--- src/rtl/rmwalu_pkg.sv ---
// ----------------------------------------------------------------------------
// rmwalu_pkg
// Shared types for the read-modify-write ALU: action codes and the payload
// structs passed between pipeline stages.
// ----------------------------------------------------------------------------
`timescale 1ns / 1ps
`default_nettype none

package rmwalu_pkg;

  localparam int unsigned ActW  = 4;
  localparam int unsigned ByteW = 8;

  typedef enum logic [ActW-1:0] {
    ACT_ASL = 4'd0,
    ACT_LSR = 4'd1,
    ACT_ROL = 4'd2,
    ACT_ROR = 4'd3,
    ACT_INC = 4'd4,
    ACT_DEC = 4'd5,
    ACT_SLO = 4'd6,
    ACT_SRE = 4'd7,
    ACT_RLA = 4'd8,
    ACT_RRA = 4'd9,
    ACT_ISC = 4'd10,
    ACT_DCP = 4'd11
  } action_e;

  // raw input beat
  typedef struct packed {
    action_e          action;
    logic [ByteW-1:0] operand_byte;
    logic [ByteW-1:0] acc;
    logic             carry;
    logic             overflow;
  } req_t;

  // after the memory-modify stage
  typedef struct packed {
    action_e          action;
    logic [ByteW-1:0] mod_byte;
    logic [ByteW-1:0] acc;
    logic             carry;
    logic             overflow;
  } mod_t;

  // after the accumulator stage
  typedef struct packed {
    logic [ByteW-1:0] write_byte;
    logic [ByteW-1:0] acc;
    logic             carry;
    logic             overflow;
    logic [ByteW-1:0] flag_val;
  } accum_t;

  // final result beat
  typedef struct packed {
    logic [ByteW-1:0] write_byte;
    logic [ByteW-1:0] acc;
    logic             carry;
    logic             zero;
    logic             negative;
    logic             overflow;
  } res_t;

endpackage

`default_nettype wire

--- src/rtl/rmwalu_in_if.sv ---
// ----------------------------------------------------------------------------
// rmwalu_in_if
// Input channel: one instruction beat with valid/ready handshake.
// ----------------------------------------------------------------------------
`timescale 1ns / 1ps
`default_nettype none

interface rmwalu_in_if;
  logic                          valid;
  logic                          ready;
  logic [rmwalu_pkg::ActW-1:0]   action;
  logic [rmwalu_pkg::ByteW-1:0]  operand_byte;
  logic [rmwalu_pkg::ByteW-1:0]  acc_in;
  logic                          carry_in;
  logic                          overflow_in;

  modport source (
    output valid, action, operand_byte, acc_in, carry_in, overflow_in,
    input  ready
  );
  modport sink (
    input  valid, action, operand_byte, acc_in, carry_in, overflow_in,
    output ready
  );
endinterface

`default_nettype wire

--- src/rtl/rmwalu_out_if.sv ---
// ----------------------------------------------------------------------------
// rmwalu_out_if
// Output channel: one result beat with valid/ready handshake.
// ----------------------------------------------------------------------------
`timescale 1ns / 1ps
`default_nettype none

interface rmwalu_out_if;
  logic                          valid;
  logic                          ready;
  logic [rmwalu_pkg::ByteW-1:0]  write_byte;
  logic [rmwalu_pkg::ByteW-1:0]  acc_out;
  logic                          carry_out;
  logic                          zero_out;
  logic                          negative_out;
  logic                          overflow_out;

  modport source (
    output valid, write_byte, acc_out, carry_out, zero_out, negative_out,
           overflow_out,
    input  ready
  );
  modport sink (
    input  valid, write_byte, acc_out, carry_out, zero_out, negative_out,
           overflow_out,
    output ready
  );
endinterface

`default_nettype wire

--- src/rtl/rmwalu_modify.sv ---
// ----------------------------------------------------------------------------
// rmwalu_modify
// Stage 1: shift, rotate, increment or decrement of the memory byte.
// ----------------------------------------------------------------------------
`timescale 1ns / 1ps
`default_nettype none

module rmwalu_modify (
  input  wire                 clk_i,
  input  wire                 rst_ni,
  input  wire                 valid_i,
  output logic                ready_o,
  input  wire rmwalu_pkg::req_t data_i,
  output logic                valid_o,
  input  wire                 ready_i,
  output rmwalu_pkg::mod_t    data_o
);

  logic             valid_q;
  rmwalu_pkg::mod_t data_d, data_q;

  always_comb begin
    data_d.action   = data_i.action;
    data_d.acc      = data_i.acc;
    data_d.overflow = data_i.overflow;
    data_d.carry    = data_i.carry;
    data_d.mod_byte = data_i.operand_byte;
    case (data_i.action)
      rmwalu_pkg::ACT_ASL, rmwalu_pkg::ACT_SLO: begin
        data_d.carry    = data_i.operand_byte[7];
        data_d.mod_byte = {data_i.operand_byte[6:0], 1'b0};
      end
      rmwalu_pkg::ACT_LSR, rmwalu_pkg::ACT_SRE: begin
        data_d.carry    = data_i.operand_byte[0];
        data_d.mod_byte = {1'b0, data_i.operand_byte[7:1]};
      end
      rmwalu_pkg::ACT_ROL, rmwalu_pkg::ACT_RLA: begin
        data_d.carry    = data_i.operand_byte[7];
        data_d.mod_byte = {data_i.operand_byte[6:0], data_i.carry};
      end
      rmwalu_pkg::ACT_ROR, rmwalu_pkg::ACT_RRA: begin
        data_d.carry    = data_i.operand_byte[0];
        data_d.mod_byte = {data_i.carry, data_i.operand_byte[7:1]};
      end
      rmwalu_pkg::ACT_INC, rmwalu_pkg::ACT_ISC: begin
        data_d.mod_byte = data_i.operand_byte + 8'd1;
      end
      rmwalu_pkg::ACT_DEC, rmwalu_pkg::ACT_DCP: begin
        data_d.mod_byte = data_i.operand_byte - 8'd1;
      end
      default: begin
        data_d.mod_byte = data_i.operand_byte;
      end
    endcase
  end

  assign ready_o = !valid_q || ready_i;

  always_ff @(posedge clk_i or negedge rst_ni) begin
    if (!rst_ni) begin
      valid_q <= 1'b0;
    end else if (ready_o) begin
      valid_q <= valid_i;
    end
  end

  always_ff @(posedge clk_i) begin
    if (valid_i && ready_o) begin
      data_q <= data_d;
    end
  end

  assign valid_o = valid_q;
  assign data_o  = data_q;

endmodule

`default_nettype wire

--- src/rtl/rmwalu_accum.sv ---
// ----------------------------------------------------------------------------
// rmwalu_accum
// Stage 2: accumulator step (ORA, EOR, AND, ADC, SBC, CMP) on one adder.
// ----------------------------------------------------------------------------
`timescale 1ns / 1ps
`default_nettype none

module rmwalu_accum (
  input  wire                 clk_i,
  input  wire                 rst_ni,
  input  wire                 valid_i,
  output logic                ready_o,
  input  wire rmwalu_pkg::mod_t data_i,
  output logic                valid_o,
  input  wire                 ready_i,
  output rmwalu_pkg::accum_t  data_o
);

  logic               valid_q;
  rmwalu_pkg::accum_t data_d, data_q;
  logic [7:0]         add_b;
  logic               add_cin;
  logic [8:0]         sum;

  // SBC and CMP add the inverted byte; CMP forces the carry in
  always_comb begin
    add_b   = data_i.mod_byte;
    add_cin = data_i.carry;
    if (data_i.action == rmwalu_pkg::ACT_ISC) begin
      add_b = ~data_i.mod_byte;
    end else if (data_i.action == rmwalu_pkg::ACT_DCP) begin
      add_b   = ~data_i.mod_byte;
      add_cin = 1'b1;
    end
    sum = {1'b0, data_i.acc} + {1'b0, add_b} + {8'd0, add_cin};
  end

  always_comb begin
    data_d.write_byte = data_i.mod_byte;
    data_d.acc        = data_i.acc;
    data_d.carry      = data_i.carry;
    data_d.overflow   = data_i.overflow;
    data_d.flag_val   = data_i.mod_byte;
    case (data_i.action)
      rmwalu_pkg::ACT_SLO: begin
        data_d.acc      = data_i.acc | data_i.mod_byte;
        data_d.flag_val = data_i.acc | data_i.mod_byte;
      end
      rmwalu_pkg::ACT_SRE: begin
        data_d.acc      = data_i.acc ^ data_i.mod_byte;
        data_d.flag_val = data_i.acc ^ data_i.mod_byte;
      end
      rmwalu_pkg::ACT_RLA: begin
        data_d.acc      = data_i.acc & data_i.mod_byte;
        data_d.flag_val = data_i.acc & data_i.mod_byte;
      end
      rmwalu_pkg::ACT_RRA, rmwalu_pkg::ACT_ISC: begin
        data_d.acc      = sum[7:0];
        data_d.flag_val = sum[7:0];
        data_d.carry    = sum[8];
        data_d.overflow = ~(data_i.acc[7] ^ add_b[7]) & (data_i.acc[7] ^ sum[7]);
      end
      rmwalu_pkg::ACT_DCP: begin
        data_d.carry    = sum[8];
        data_d.flag_val = sum[7:0];
      end
      default: begin
        data_d.flag_val = data_i.mod_byte;
      end
    endcase
  end

  assign ready_o = !valid_q || ready_i;

  always_ff @(posedge clk_i or negedge rst_ni) begin
    if (!rst_ni) begin
      valid_q <= 1'b0;
    end else if (ready_o) begin
      valid_q <= valid_i;
    end
  end

  always_ff @(posedge clk_i) begin
    if (valid_i && ready_o) begin
      data_q <= data_d;
    end
  end

  assign valid_o = valid_q;
  assign data_o  = data_q;

endmodule

`default_nettype wire

--- src/rtl/rmwalu_flags.sv ---
// ----------------------------------------------------------------------------
// rmwalu_flags
// Stage 3: zero and negative flags, output register of the unit.
// ----------------------------------------------------------------------------
`timescale 1ns / 1ps
`default_nettype none

module rmwalu_flags (
  input  wire                 clk_i,
  input  wire                 rst_ni,
  input  wire                 valid_i,
  output logic                ready_o,
  input  wire rmwalu_pkg::accum_t data_i,
  output logic                valid_o,
  input  wire                 ready_i,
  output rmwalu_pkg::res_t    data_o
);

  logic             valid_q;
  rmwalu_pkg::res_t data_d, data_q;

  always_comb begin
    data_d.write_byte = data_i.write_byte;
    data_d.acc        = data_i.acc;
    data_d.carry      = data_i.carry;
    data_d.overflow   = data_i.overflow;
    data_d.zero       = (data_i.flag_val == 8'd0);
    data_d.negative   = data_i.flag_val[7];
  end

  assign ready_o = !valid_q || ready_i;

  always_ff @(posedge clk_i or negedge rst_ni) begin
    if (!rst_ni) begin
      valid_q <= 1'b0;
    end else if (ready_o) begin
      valid_q <= valid_i;
    end
  end

  always_ff @(posedge clk_i) begin
    if (valid_i && ready_o) begin
      data_q <= data_d;
    end
  end

  assign valid_o = valid_q;
  assign data_o  = data_q;

endmodule

`default_nettype wire

--- src/rtl/rmw_shift_rotate_alu.sv ---
// ----------------------------------------------------------------------------
// rmw_shift_rotate_alu
// path: input beat to result beat through modify, accumulate and flags
// throughput: one beat per cycle, each stage register holds under backpressure
// a stalled output lets the stages behind it fill up before input ready drops
// reset: asynchronous, clears the three stage valid bits only
// ----------------------------------------------------------------------------
`timescale 1ns / 1ps
`default_nettype none

module rmw_shift_rotate_alu (
  input  wire          clk_i,
  input  wire          rst_ni,
  rmwalu_in_if.sink    in_i,
  rmwalu_out_if.source out_o
);

  rmwalu_pkg::req_t   req;
  rmwalu_pkg::mod_t   mod_data;
  rmwalu_pkg::accum_t acc_data;
  rmwalu_pkg::res_t   res_data;
  logic               mod_valid, mod_ready;
  logic               acc_valid, acc_ready;

  assign req.action       = rmwalu_pkg::action_e'(in_i.action);
  assign req.operand_byte = in_i.operand_byte;
  assign req.acc          = in_i.acc_in;
  assign req.carry        = in_i.carry_in;
  assign req.overflow     = in_i.overflow_in;

  rmwalu_modify u_modify (
    .clk_i   (clk_i),
    .rst_ni  (rst_ni),
    .valid_i (in_i.valid),
    .ready_o (in_i.ready),
    .data_i  (req),
    .valid_o (mod_valid),
    .ready_i (mod_ready),
    .data_o  (mod_data)
  );

  rmwalu_accum u_accum (
    .clk_i   (clk_i),
    .rst_ni  (rst_ni),
    .valid_i (mod_valid),
    .ready_o (mod_ready),
    .data_i  (mod_data),
    .valid_o (acc_valid),
    .ready_i (acc_ready),
    .data_o  (acc_data)
  );

  rmwalu_flags u_flags (
    .clk_i   (clk_i),
    .rst_ni  (rst_ni),
    .valid_i (acc_valid),
    .ready_o (acc_ready),
    .data_i  (acc_data),
    .valid_o (out_o.valid),
    .ready_i (out_o.ready),
    .data_o  (res_data)
  );

  assign out_o.write_byte   = res_data.write_byte;
  assign out_o.acc_out      = res_data.acc;
  assign out_o.carry_out    = res_data.carry;
  assign out_o.zero_out     = res_data.zero;
  assign out_o.negative_out = res_data.negative;
  assign out_o.overflow_out = res_data.overflow;

`ifndef SYNTH
  // input only backs up once every stage holds a beat
  a_full_when_blocked: assert property (@(posedge clk_i) disable iff (!rst_ni)
    !in_i.ready |-> (mod_valid && acc_valid && out_o.valid))
    else $error("input stalled with an empty stage");

  // a stage 1 beat blocked by stage 2 stays put
  a_mod_hold: assert property (@(posedge clk_i) disable iff (!rst_ni)
    (mod_valid && !mod_ready) |=> (mod_valid && $stable(mod_data)))
    else $error("stage 1 beat changed while stalled");

  // a stage 2 beat blocked by the output stays put
  a_acc_hold: assert property (@(posedge clk_i) disable iff (!rst_ni)
    (acc_valid && !acc_ready) |=> (acc_valid && $stable(acc_data)))
    else $error("stage 2 beat changed while stalled");

  // output stage takes a beat whenever stage 2 offers one and it is free
  a_out_load: assert property (@(posedge clk_i) disable iff (!rst_ni)
    (acc_valid && acc_ready) |=> out_o.valid)
    else $error("stage 2 beat lost on transfer");
`endif

endmodule

`default_nettype wire
--- src/flat_wrapper.sv ---
// flat-port wrapper written by rule: the top's interface ports become plain ports
module rmw_shift_rotate_alu_flat 
  (clk_i, rst_ni, in_i_valid, in_i_action, in_i_operand_byte, in_i_acc_in, in_i_carry_in, in_i_overflow_in, in_i_ready, out_o_valid, out_o_write_byte, out_o_acc_out, out_o_carry_out, out_o_zero_out, out_o_negative_out, out_o_overflow_out, out_o_ready);
  rmwalu_in_if in_i_i ();
  rmwalu_out_if out_o_i ();
  input  wire clk_i;
  input  wire rst_ni;
  input wire logic [$bits(in_i_i.valid)-1:0] in_i_valid;
  input wire logic [$bits(in_i_i.action)-1:0] in_i_action;
  input wire logic [$bits(in_i_i.operand_byte)-1:0] in_i_operand_byte;
  input wire logic [$bits(in_i_i.acc_in)-1:0] in_i_acc_in;
  input wire logic [$bits(in_i_i.carry_in)-1:0] in_i_carry_in;
  input wire logic [$bits(in_i_i.overflow_in)-1:0] in_i_overflow_in;
  output wire logic [$bits(in_i_i.ready)-1:0] in_i_ready;
  output wire logic [$bits(out_o_i.valid)-1:0] out_o_valid;
  output wire logic [$bits(out_o_i.write_byte)-1:0] out_o_write_byte;
  output wire logic [$bits(out_o_i.acc_out)-1:0] out_o_acc_out;
  output wire logic [$bits(out_o_i.carry_out)-1:0] out_o_carry_out;
  output wire logic [$bits(out_o_i.zero_out)-1:0] out_o_zero_out;
  output wire logic [$bits(out_o_i.negative_out)-1:0] out_o_negative_out;
  output wire logic [$bits(out_o_i.overflow_out)-1:0] out_o_overflow_out;
  input wire logic [$bits(out_o_i.ready)-1:0] out_o_ready;
  assign in_i_i.valid = in_i_valid;
  assign in_i_i.action = in_i_action;
  assign in_i_i.operand_byte = in_i_operand_byte;
  assign in_i_i.acc_in = in_i_acc_in;
  assign in_i_i.carry_in = in_i_carry_in;
  assign in_i_i.overflow_in = in_i_overflow_in;
  assign in_i_ready = in_i_i.ready;
  assign out_o_valid = out_o_i.valid;
  assign out_o_write_byte = out_o_i.write_byte;
  assign out_o_acc_out = out_o_i.acc_out;
  assign out_o_carry_out = out_o_i.carry_out;
  assign out_o_zero_out = out_o_i.zero_out;
  assign out_o_negative_out = out_o_i.negative_out;
  assign out_o_overflow_out = out_o_i.overflow_out;
  assign out_o_i.ready = out_o_ready;
  rmw_shift_rotate_alu u_core (.clk_i(clk_i), .rst_ni(rst_ni), .in_i(in_i_i), .out_o(out_o_i));
endmodule
--- config.mk ---
export PLATFORM = sky130hd
export DESIGN_NAME = rmw_shift_rotate_alu_flat
export DESIGN_NICKNAME = d
export VERILOG_FILES = /design/src/rtl/rmwalu_pkg.sv /design/src/rtl/rmwalu_in_if.sv /design/src/rtl/rmwalu_out_if.sv /design/src/rtl/rmwalu_modify.sv /design/src/rtl/rmwalu_accum.sv /design/src/rtl/rmwalu_flags.sv /design/src/rtl/rmw_shift_rotate_alu.sv /design/src/flat_wrapper.sv
export SDC_FILE = /design/constraint.sdc
export NUM_CORES = 1
export LEC_CHECK = 0
export ABC_AREA = 1
export ABC_CLOCK_PERIOD_IN_PS = 3400
export BUFFER_PORTS_ARGS = -buffer_cell sky130_fd_sc_hd__buf_4
export CORE_MARGIN = 4
export CORE_UTILIZATION = 59
export DETAILED_ROUTE_END_ITERATION = 10
export HOLD_SLACK_MARGIN = 0.15
export PLACE_DENSITY = 0.83
export SLEW_MARGIN = 20
export SYNTH_ARGS = -nofsm -noshare
export SYNTH_HDL_FRONTEND = slang
export SYNTH_SLANG_ARGS = --single-unit
export TNS_END_PERCENT = 1
--- constraint.sdc ---
create_clock -name clk_i -period 3.4 [get_ports clk_i]
set_input_delay 0.51 -clock clk_i [delete_from_list [all_inputs] [get_ports clk_i]]
set_output_delay 0.51 -clock clk_i [all_outputs]
set_load 0.01 [all_outputs]
==> results of run 1 <==
==> worst max-delay path, stage by stage (launching register included) <==
cell and delay, ps:
edfxtp_1 430, inv_2 70, nor2_4 100, inv_2 90, nor2_8 190, xor2_1 220
fa_1 230, inv_1 60, fa_1 420, inv_1 100, nand3_1 100, nand3_1 80
nand2_1 80, nand2_1 70, nand2_1 70, a21oi_1 210
==> path summary, 6_finish.rpt <==
kind | end | slack [ps]
setup / recovery | u_core.u_accum.data_o[9] | 710
min in group asynchronous | u_core.u_accum.valid_o | 520
max in group asynchronous | u_core.u_flags.valid_o | 2780
hold / removal | u_core.u_modify.data_o[0] | 340
setup reg to reg | u_core.u_accum.data_o[9] | 710
hold reg to reg | u_core.u_flags.data_o[12] | 420
==> area by class of cell <==
type	count	area [um2]
clock buffer	9	123.9
clock inverter	6	86.33
fill	495	1978
inverter	75	281.5
multi-input combinational	288	1724
sequential	71	2117
tap	96	120.1
timing repair buffer	48	362.8
==> cell usage in the layout, fill, tap and decap left out, drive strengths merged, types with 3 or more instances in the layout <==
cell / Yosys / routed
a21oi: 19 / 19
edfxtp: 68 / 68
ha: 30 / 30
dfrtp: 3 / 3
xnor2: 3 / 3
nand3b: 3 / 3
o21ai: 9 / 9
fa: 3 / 3
clkinv: 0 / 3
a31oi: 3 / 3
nand3: 30 / 30
or2: 3 / 3
nand2: 119 / 119
buf: 2 / 47
inv: 75 / 75
xor2: 9 / 9
o2111ai: 6 / 6
nand4: 10 / 10
nor2: 31 / 31
clkbuf: 0 / 9
==> repair_timing <==
item / 4_1_cts / 5_1_grt
resized for setup: 0 / 0
hold buffers: 1 / 0
endpoints found under the hold margin: 3 / 0
==> registers in the layout, indices dropped and copies added, names as in the netlist <==
| signal | count |
|---|---|
| u_core.u_modify.valid_o | 1 |
| u_core.u_modify.data_o | 22 |
| u_core.u_flags.valid_o | 1 |
| u_core.u_accum.data_o | 26 |
| u_core.u_accum.valid_o | 1 |
| u_core.u_flags.data_o | 20 |
==> power groups by stage <==
| stage | sequential [mW] | combinational [mW] | clock, mW |
|---|---|---|---|
| final | 1.25 | 0.623 | 0.712 |
| after CTS | 1.25 | 0.624 | 0.717 |
| after floorplan | 1.28 | 0.373 | 0 |
| after global placement | 1.26 | 0.596 | 0 |
| after global routing | 1.27 | 0.698 | 0.759 |
| after detailed placement | 1.27 | 0.620 | 0 |
==> metrics by stage <==
step	instances	util, %	total power, mW
2_1_floorplan	436	-	1.651
3_3_place_gp	577	67.64	1.857
3_5_place_dp	577	67.64	1.890
4_1_cts	593	70.88	2.592
5_1_grt	593	70.88	2.724
6_report	593	70.88	2.586
==> metal layers <==
layer | global-route usage, % | share of wire [%] | routed length, um | vias up
met2 | 38.53 | 52 | 4386 | 116
met3 | 3.199 | 4.6 | 383 | 24
li1 | - | - | - | 1559
met1 | 23.90 | 41 | 3420 | 1468
met5 | 0 | 0 | 0 | -
met4 | 11.18 | 2.7 | 226 | 0
==> cell families (layout without fill, tap and decap cells) <==
logic type / after synthesis / count (layout) / synth area share [%]
adders and majority gates: 33 / 33 / 10.54
xor gates and xnor gates: 12 / 12 / 2.726
buffers and inverters: 77 / 138 / 7.117
and+or+nand+nor: 202 / 202 / 22.26
AOI/OAI and AO/OA: 41 / 41 / 6.118
DFF: 71 / 71 / 51.24
==> flow_summary.toml, run 1 <==
[setup_path]
cp-end-kind = "register"
crit_fanout = 8
critPathLaunchType = "register"
path_class = "register to register"
cp.arrival_ps = 2860
rr_startpoint = "u_core.u_modify.data_o[21]"
required_ps = 3570
rr_worst_depth = 15
startpoint = "u_core.u_modify.data_o[21]"

[drt]
vias_per_cell = 5.341
wire_per_inst_um = 14.19
drt_iter0_markers = 141
drc_errors = 0
vias = 3167
drt-total-wl_um = 8416
route.antenna.remaining_nets = 0
first_pass_iters = 5

[die]
coreArea_mm2 = 0.006794
num_rows = 30
io_pins = 48
start_util_pct = 60.81
die_h_um = 91.68
dieArea_mm2 = 0.008405
die_x_um = 91.68

[power_and_ir_drop]
power_frac_comb_pct = 24.1
pwr-share-clk_pct = 27.5
leakagePower_nw = 2.227
sequentialPowerShare_pct = 48.4
p_switching_mw = 0.7596
peakVddDrop_mv = 0.2459
power_density_mw_per_mm2 = 536.9
internal_power_mw = 1.826
p_sw_share_pct = 29.38

[timing]
final.min_clock_period_ps = 2691
worst_pin_slew_ps = 1015
rsz0062_at_grt = "no"
setup_viol = 0
fmax_ghz = 0.3716
setup_ws_ps = 709.2
holdWs_ps = 340.5
finClkSkew_ps = 9.923
final.setup.tns_ps = 0
slew-limit-headroom_pct = 32.34
post-route-period-util_pct = 79.14
slew_violations = 0
finalHoldViolCount = 0

[hold_path]
hold_start = "in_i_overflow_in"
holdPathStages = 1
hold_class = "input port to register"

[yosys]
synth_ff_type = "edfxtp_1"
yosysWarnings = 0
synth_enable_flop_cells = 68
synth_top_area_share_pct = 49.42
synth_common_cells = "116 x nand2_1, 70 x inv_1, 68 x edfxtp_1"
yosysSeqAreaShare_pct = 51.24
async_flop_share_pct = 4.225
synth_area_leaders = "edfxtp_1 49%, nand2_1 11%, ha_1 9.1%"
synth_most_common_cell = "nand2_1"
yosys.area.top_type = "edfxtp_1"
yosysUniqueCellTypes = 36
netlist_area_mm2 = 0.004131
syn_nets = 495
synthCells = 436
synth-seq-cells = 71
synth.avg_cell_area_um2 = 9.476

[clock_network]
worstSkewPairLatency_ps = 350
clkSinkCount = 71
cts_buffers = 9
clockBufferDepth = 2
clk_pin_slew_worst_paths_ps = 80
cts_root_buf = "clkbuf_8"
cts_setup_buffers = 0
cts_tree = "yes"
cts_max_level = 3

[layout]
fin_nets = 552
stdcell_area_mm2 = 0.004816
n_antenna_cell = 0
area_growth_pct = 16.57
drive_gt1_share_pct = 16.50

[grt]
antenna_found_initial = 0
overflow = 0
grt_max_degree = 27
track_usage_pct = 21.24
grt_pass1_vias = 3168
grt_pass1_wl_um = 14030

[status]
outcome = "completed"

[place]
placed_area_mm2 = 0.004596
hpwl_um = 6588
portBuffers = 47
gp_congestion = 0.9210
dpl_worst_slack_ps = 746.6

[flow_run]
drv_cap = 0
Power figures use the tool's default switching activity.
==> run 2: changes to the inputs <==
- ABC_CLOCK_PERIOD_IN_PS: 3400 -> 2400
- CORE_UTILIZATION: 59 -> 53
- PLACE_DENSITY: 0.83 -> 0.79
- clock period: 3.4 -> 2.4 ns (I/O delays scaled with it)
==> run 2 against run 1 <==
Via count up 3.7%. Sequential share of layout area down 1.5 points. Clock skew down 2.4 ps. Power up 47%. Critical path type unchanged. Global-route usage down 0.47 points. Routed wire length up 9.4%. Cell area up 3.6%. Clock power up 49%. Worst hold slack worse by 160 ps. Highest routed layer unchanged.
==> flow_summary.toml, run 2 (synthesis results as in run 1) <==
[layout]
final_core_util_pct = 67.34
drive_gt1_share_pct = 21.02
largest_reg_flops = 26
final_cell_mix = "113 x nand2_1, 68 x inv_1, 68 x edfxtp_1"
area_growth_pct = 20.74
n_antenna_cell = 0
fillers = 581
fin_nets = 563
final_common_cell = "nand2_1"

[setup_path]
path_common_cell = "nand2_1"
critical-path-max-stage-delay_ps = 430
cp.arrival_ps = 2470
crit_path_cell_trace = "nor2_4, inv_4, nor2_8, buf_12, xor2_1, ha_1, nand2_1, nand2_1, a21oi_2, nand2_1, nor2_1, o21ai_1"
path_class = "register to register"
reg2reg_slack_ps = 10
critPathLaunchType = "register"
cp-end-kind = "register"
required_ps = 2490
crit_fanout = 7
cp_num_buf_inv = 2
cp_slowest_cell = "edfxtp_1"
path_delay_family = "simple AND/OR/NAND/NOR gates"

[drt]
vias = 3284
vias_per_cell = 5.401
drt-total-wl_um = 9210
drt_iter0_markers = 293
first_pass_iters = 7
wire_per_inst_um = 15.15
wl_met3_um = 591
route.antenna.remaining_nets = 0
met1Wirelength_um = 3458
dr_wl_met2_um = 4986
dr.max_layer_used = "met4"
drc_errors = 0

[clock_network]
cts_buffers = 9
worstSkewPairLatency_ps = 350
clk_pin_slew_worst_paths_ps = 80
clockBufferDepth = 2
clkSinkCount = 71
cts_root_buf = "clkbuf_8"
cts_tree = "yes"
cts_max_level = 3

[die]
start_util_pct = 55.77
die_x_um = 96.29
io_pins = 48
coreArea_mm2 = 0.007408
num_rows = 31
dieArea_mm2 = 0.009272
die_h_um = 96.29

[timing]
finalHoldViolCount = 0
setup_ws_ps = 12.83
worst_pin_slew_ps = 768.1
setup_viol = 0
rsz0062_at_grt = "yes"
final.min_clock_period_ps = 2387
finClkSkew_ps = 7.560
fmax_ghz = 0.4189
slew-limit-headroom_pct = 48.74
slew_violations = 0
post-route-period-util_pct = 99.47

[power_and_ir_drop]
internal_power_mw = 2.639
power_frac_comb_pct = 25.4
sequentialPowerShare_pct = 46.7
p_switching_mw = 1.157
leakagePower_nw = 2.292
pwr-share-clk_pct = 27.9
power_density_mw_per_mm2 = 761.0
p_sw_share_pct = 30.49
peakVddDrop_mv = 0.3548

[hold_path]
hold_class = "input port to register"

[place]
gp_congestion = 0.8760
portBuffers = 47
hpwl_um = 6752
dpl_worst_slack_ps = -61.09

[grt]
track_usage_pct = 20.76
grt_pass1_wl_um = 14540
grt_pass1_vias = 3175
overflow = 0
grt_max_degree = 27
antenna_found_initial = 0

[flow_run]
drv_cap = 0

[status]
outcome = "completed"
[run 2: worst register-to-register path, delay by kind of cell (launching register included)]
kind	cells	cell delay (ps)
XOR/XNOR	1	190
buffers and inverters	2	220
AND/OR/NAND/NOR	6	720
adder cells (fa/ha/maj)	1	310
flip-flops	1	430
AO/OA/AOI/OAI	2	260
[run 2: timing repair]
| item | 4_1_cts | 5_1_grt |
|---|---|---|
| endpoints found under the setup margin | 5 | 10 |
| hold buffers | 1 | 0 |
| resized for setup | 5 | 14 |
| hold endpoints to repair | 3 | 0 |
| setup buffers | 0 | 2 |
| pin swaps | 1 | 9 |
[run 2: path summary, 6_finish.rpt]
| path | startpoint | to | cells past startpoint |
|---|---|---|---|
| min in group asynchronous | rst_ni | u_core.u_modify.valid_o | 2 |
| max in group asynchronous | rst_ni | u_core.u_accum.valid_o | 2 |
| min | in_i_acc_in[6] | u_core.u_modify.data_o[8] | 1 |
| min reg2reg | u_core.u_accum.data_o[15] | u_core.u_flags.data_o[9] | 0 |
| max reg2reg | u_core.u_modify.data_o[20] | u_core.u_accum.data_o[8] | 12 |
| max | u_core.u_modify.data_o[20] | u_core.u_accum.data_o[8] | 12 |
[run 2: power groups by stage]
stage / Combinational (mW) / Sequential (mW) / Clock (mW)
2_1_floorplan: 0.529 / 1.81 / 0
3_3_place_gp: 0.868 / 1.78 / 0
3_5_place_dp: 0.907 / 1.80 / 0
4_1_cts: 0.922 / 1.77 / 1.07
5_1_grt: 1.07 / 1.80 / 1.14
6_report: 0.966 / 1.77 / 1.06
[run 2: per-stage QoR]
step	TNS (ps)	hold slack [ps]	total power [mW]	instance area, um2	cells
5_1_grt	-482.1	158.7	4.008	4989	608
2_1_floorplan	0	64.41	2.339	4131	436
3_3_place_gp	0	149.7	2.648	4667	589
6_report	0	178.3	3.796	4989	608
3_5_place_dp	-157.5	152.4	2.704	4667	589
4_1_cts	0	173.5	3.760	4915	606
[run 2: final cells by class]
class                      count  area, um2  area share, %
sequential                    71       2117          42.44
multi-input combinational    288       1784          35.77
timing repair buffer          59      457.9          9.180
inverter                      75      284.0          5.694
clock buffer                  10      127.6          2.558
tap                           99      123.9          2.483
clock inverter                 6      93.84          1.881
[run 2: routing by layer]
metal,global-route usage (%),up-vias
met5,0,-
met4,6.776,0
met3,4.926,21
met2,39.33,138
met1,22.50,1542
li1,-,1583
==> run 3: changes to the inputs <==
- CAP_MARGIN: not set -> 20
- CTS_BUF_LIST: not set -> sky130_fd_sc_hd__clkbuf_16
- REMOVE_ABC_BUFFERS: not set -> 1
==> run 3 against run 2 <==
The run now ends with negative setup slack left. Cell area rose by 2.3%. Sequential share of layout area fell by 0.96 points. Register-to-register slack got worse by 90 ps. Core utilization rose by 1.6 points. Combinational power rose by 6%. Flip-flop and latch count did not move. Critical path type unchanged.
==> flow_summary.toml, run 3 (synthesis results as in run 1) <==
[clock_network]
clockBufferDepth = 2
clkSinkCount = 71
cts_max_level = 3
cts_buffers = 9
cts_root_buf = "clkbuf_16"
worstSkewPairLatency_ps = 330
clk_pin_slew_worst_paths_ps = 60
cts_tree = "yes"

[layout]
n_antenna_cell = 0
largest_reg_flops = 26
area_growth_pct = 23.53
final_common_cell = "nand2_1"
drive_gt1_share_pct = 23.64
fin_nets = 570
final_cell_mix = "111 x nand2_1, 68 x inv_1, 68 x edfxtp_1"
stdcell_area_mm2 = 0.005104

[grt]
grt_pass1_wl_um = 14200
grt_max_degree = 27
antenna_found_initial = 0
track_usage_pct = 20.09
grt_pass1_vias = 3214
overflow = 0

[place]
portBuffers = 47
gp_congestion = 0.8581
hpwl_um = 6358
dpl_worst_slack_ps = -112.9
placed_area_mm2 = 0.004652

[setup_path]
cp_num_buf_inv = 2
crit_fanout = 7
required_ps = 2470
crit_path_cell_trace = "nor2_4, inv_4, nor2_8, buf_8, xor2_1, ha_1, a21oi_1, nand3_2, nand2_2, nand2_1, nand2_1, a21oi_2"
critPathLaunchType = "register"
cp.arrival_ps = 2550
path_delay_family = "simple AND/OR/NAND/NOR gates"
critical-path-max-stage-delay_ps = 420
path_class = "register to register"
path_common_cell = "nand2_1"
cp_slowest_cell = "edfxtp_1"
cp-end-kind = "register"
reg2reg_slack_ps = -80

[drt]
vias = 3329
wire_per_inst_um = 14.73
vias_per_cell = 5.413
drt_iter0_markers = 301
drt-total-wl_um = 9060
first_pass_iters = 5
drc_errors = 0
route.antenna.remaining_nets = 0

[timing]
post-route-period-util_pct = 103.1
setup_ws_ps = -75.36
finalHoldViolCount = 0
slew_violations = 0
finClkSkew_ps = 3.976
slew-limit-headroom_pct = 47.68
final.setup.tns_ps = -131.1
setup_viol = 5
worst_pin_slew_ps = 783.9
rsz0062_at_grt = "yes"
fmax_ghz = 0.4040
final.min_clock_period_ps = 2475

[die]
start_util_pct = 55.77
coreArea_mm2 = 0.007408
die_x_um = 96.29
io_pins = 48
num_rows = 31
die_h_um = 96.29
dieArea_mm2 = 0.009272

[power_and_ir_drop]
peakVddDrop_mv = 0.4551
power_density_mw_per_mm2 = 775.4
leakagePower_nw = 2.355

[status]
violations = "negative setup slack"
outcome = "complete, but fails checks"

[flow_run]
drv_cap = 0

[hold_path]
hold_class = "input port to register"
==> run 3: cell types whose count changed in the layout (fill, tap and decap cells not counted), moves of 3 or more <==
cell and delta:
nand3_1 -3, clkinv_2 +3, clkbuf_16 +9, buf_4 +7
nand3_2 +3, clkbuf_8 -9
==> run 3: stage by stage <==
| step | hold slack [ps] | std cells | power (mW) | util [%] |
|---|---|---|---|---|
| finish | 204.6 | 615 | 3.958 | 68.89 |
| global route | 194.1 | 615 | 4.176 | 68.89 |
| CTS | 198.7 | 605 | 3.872 | 66.85 |
| detailed placement | 152.1 | 587 | 2.688 | 62.79 |
| global placement | 150.0 | 587 | 2.642 | 62.79 |
| floorplan | 64.41 | 434 | 2.336 | - |
==> run 3: path summary, 6_finish.rpt <==
path                                              to  cells past startpoint                       start
hold reg to reg             u_core.u_flags.data_o[4]                      0   u_core.u_accum.data_o[10]
setup / recovery            u_core.u_accum.data_o[9]                     12  u_core.u_modify.data_o[20]
min in group asynchronous    u_core.u_modify.valid_o                      2                      rst_ni
hold / removal             u_core.u_modify.data_o[6]                      1              in_i_acc_in[4]
max in group asynchronous     u_core.u_flags.valid_o                      2                      rst_ni
setup reg to reg            u_core.u_accum.data_o[9]                     12  u_core.u_modify.data_o[20]
==> run 3: report_power, final <==
part | internal, mW | total [mW] | switching [mW] | leakage, nW
combinational | 0.413 | 1.02 | 0.605 | 1.53
sequential | 1.67 | 1.77 | 0.103 | 0.694
clock | 0.688 | 1.17 | 0.480 | 0.128
==> run 3: metal layers <==
layer | global-route usage (%) | share of wire, %
met1 | 23.14 | 38
met2 | 36.00 | 52
met3 | 4.613 | 7.1
met4 | 7.827 | 2.4
met5 | 0 | 0
==> run 3: layout make-up <==
cell class | instances | area, um2
fillers | 550 | 2305
flip-flops and latches | 71 | 2117
multi-input cells | 288 | 1807
repair buffers | 66 | 505.5
inverters | 75 | 284.0
clock buffers | 9 | 225.2
well taps | 99 | 123.9
clock inverters | 7 | 41.29
==> run 3: timing repair <==
item	CTS	global route
resized for setup	4	21
setup buffers	1	10
pin swaps	2	14
setup endpoints to repair	7	12
hold buffers	1	0
hold endpoints to repair	3	0
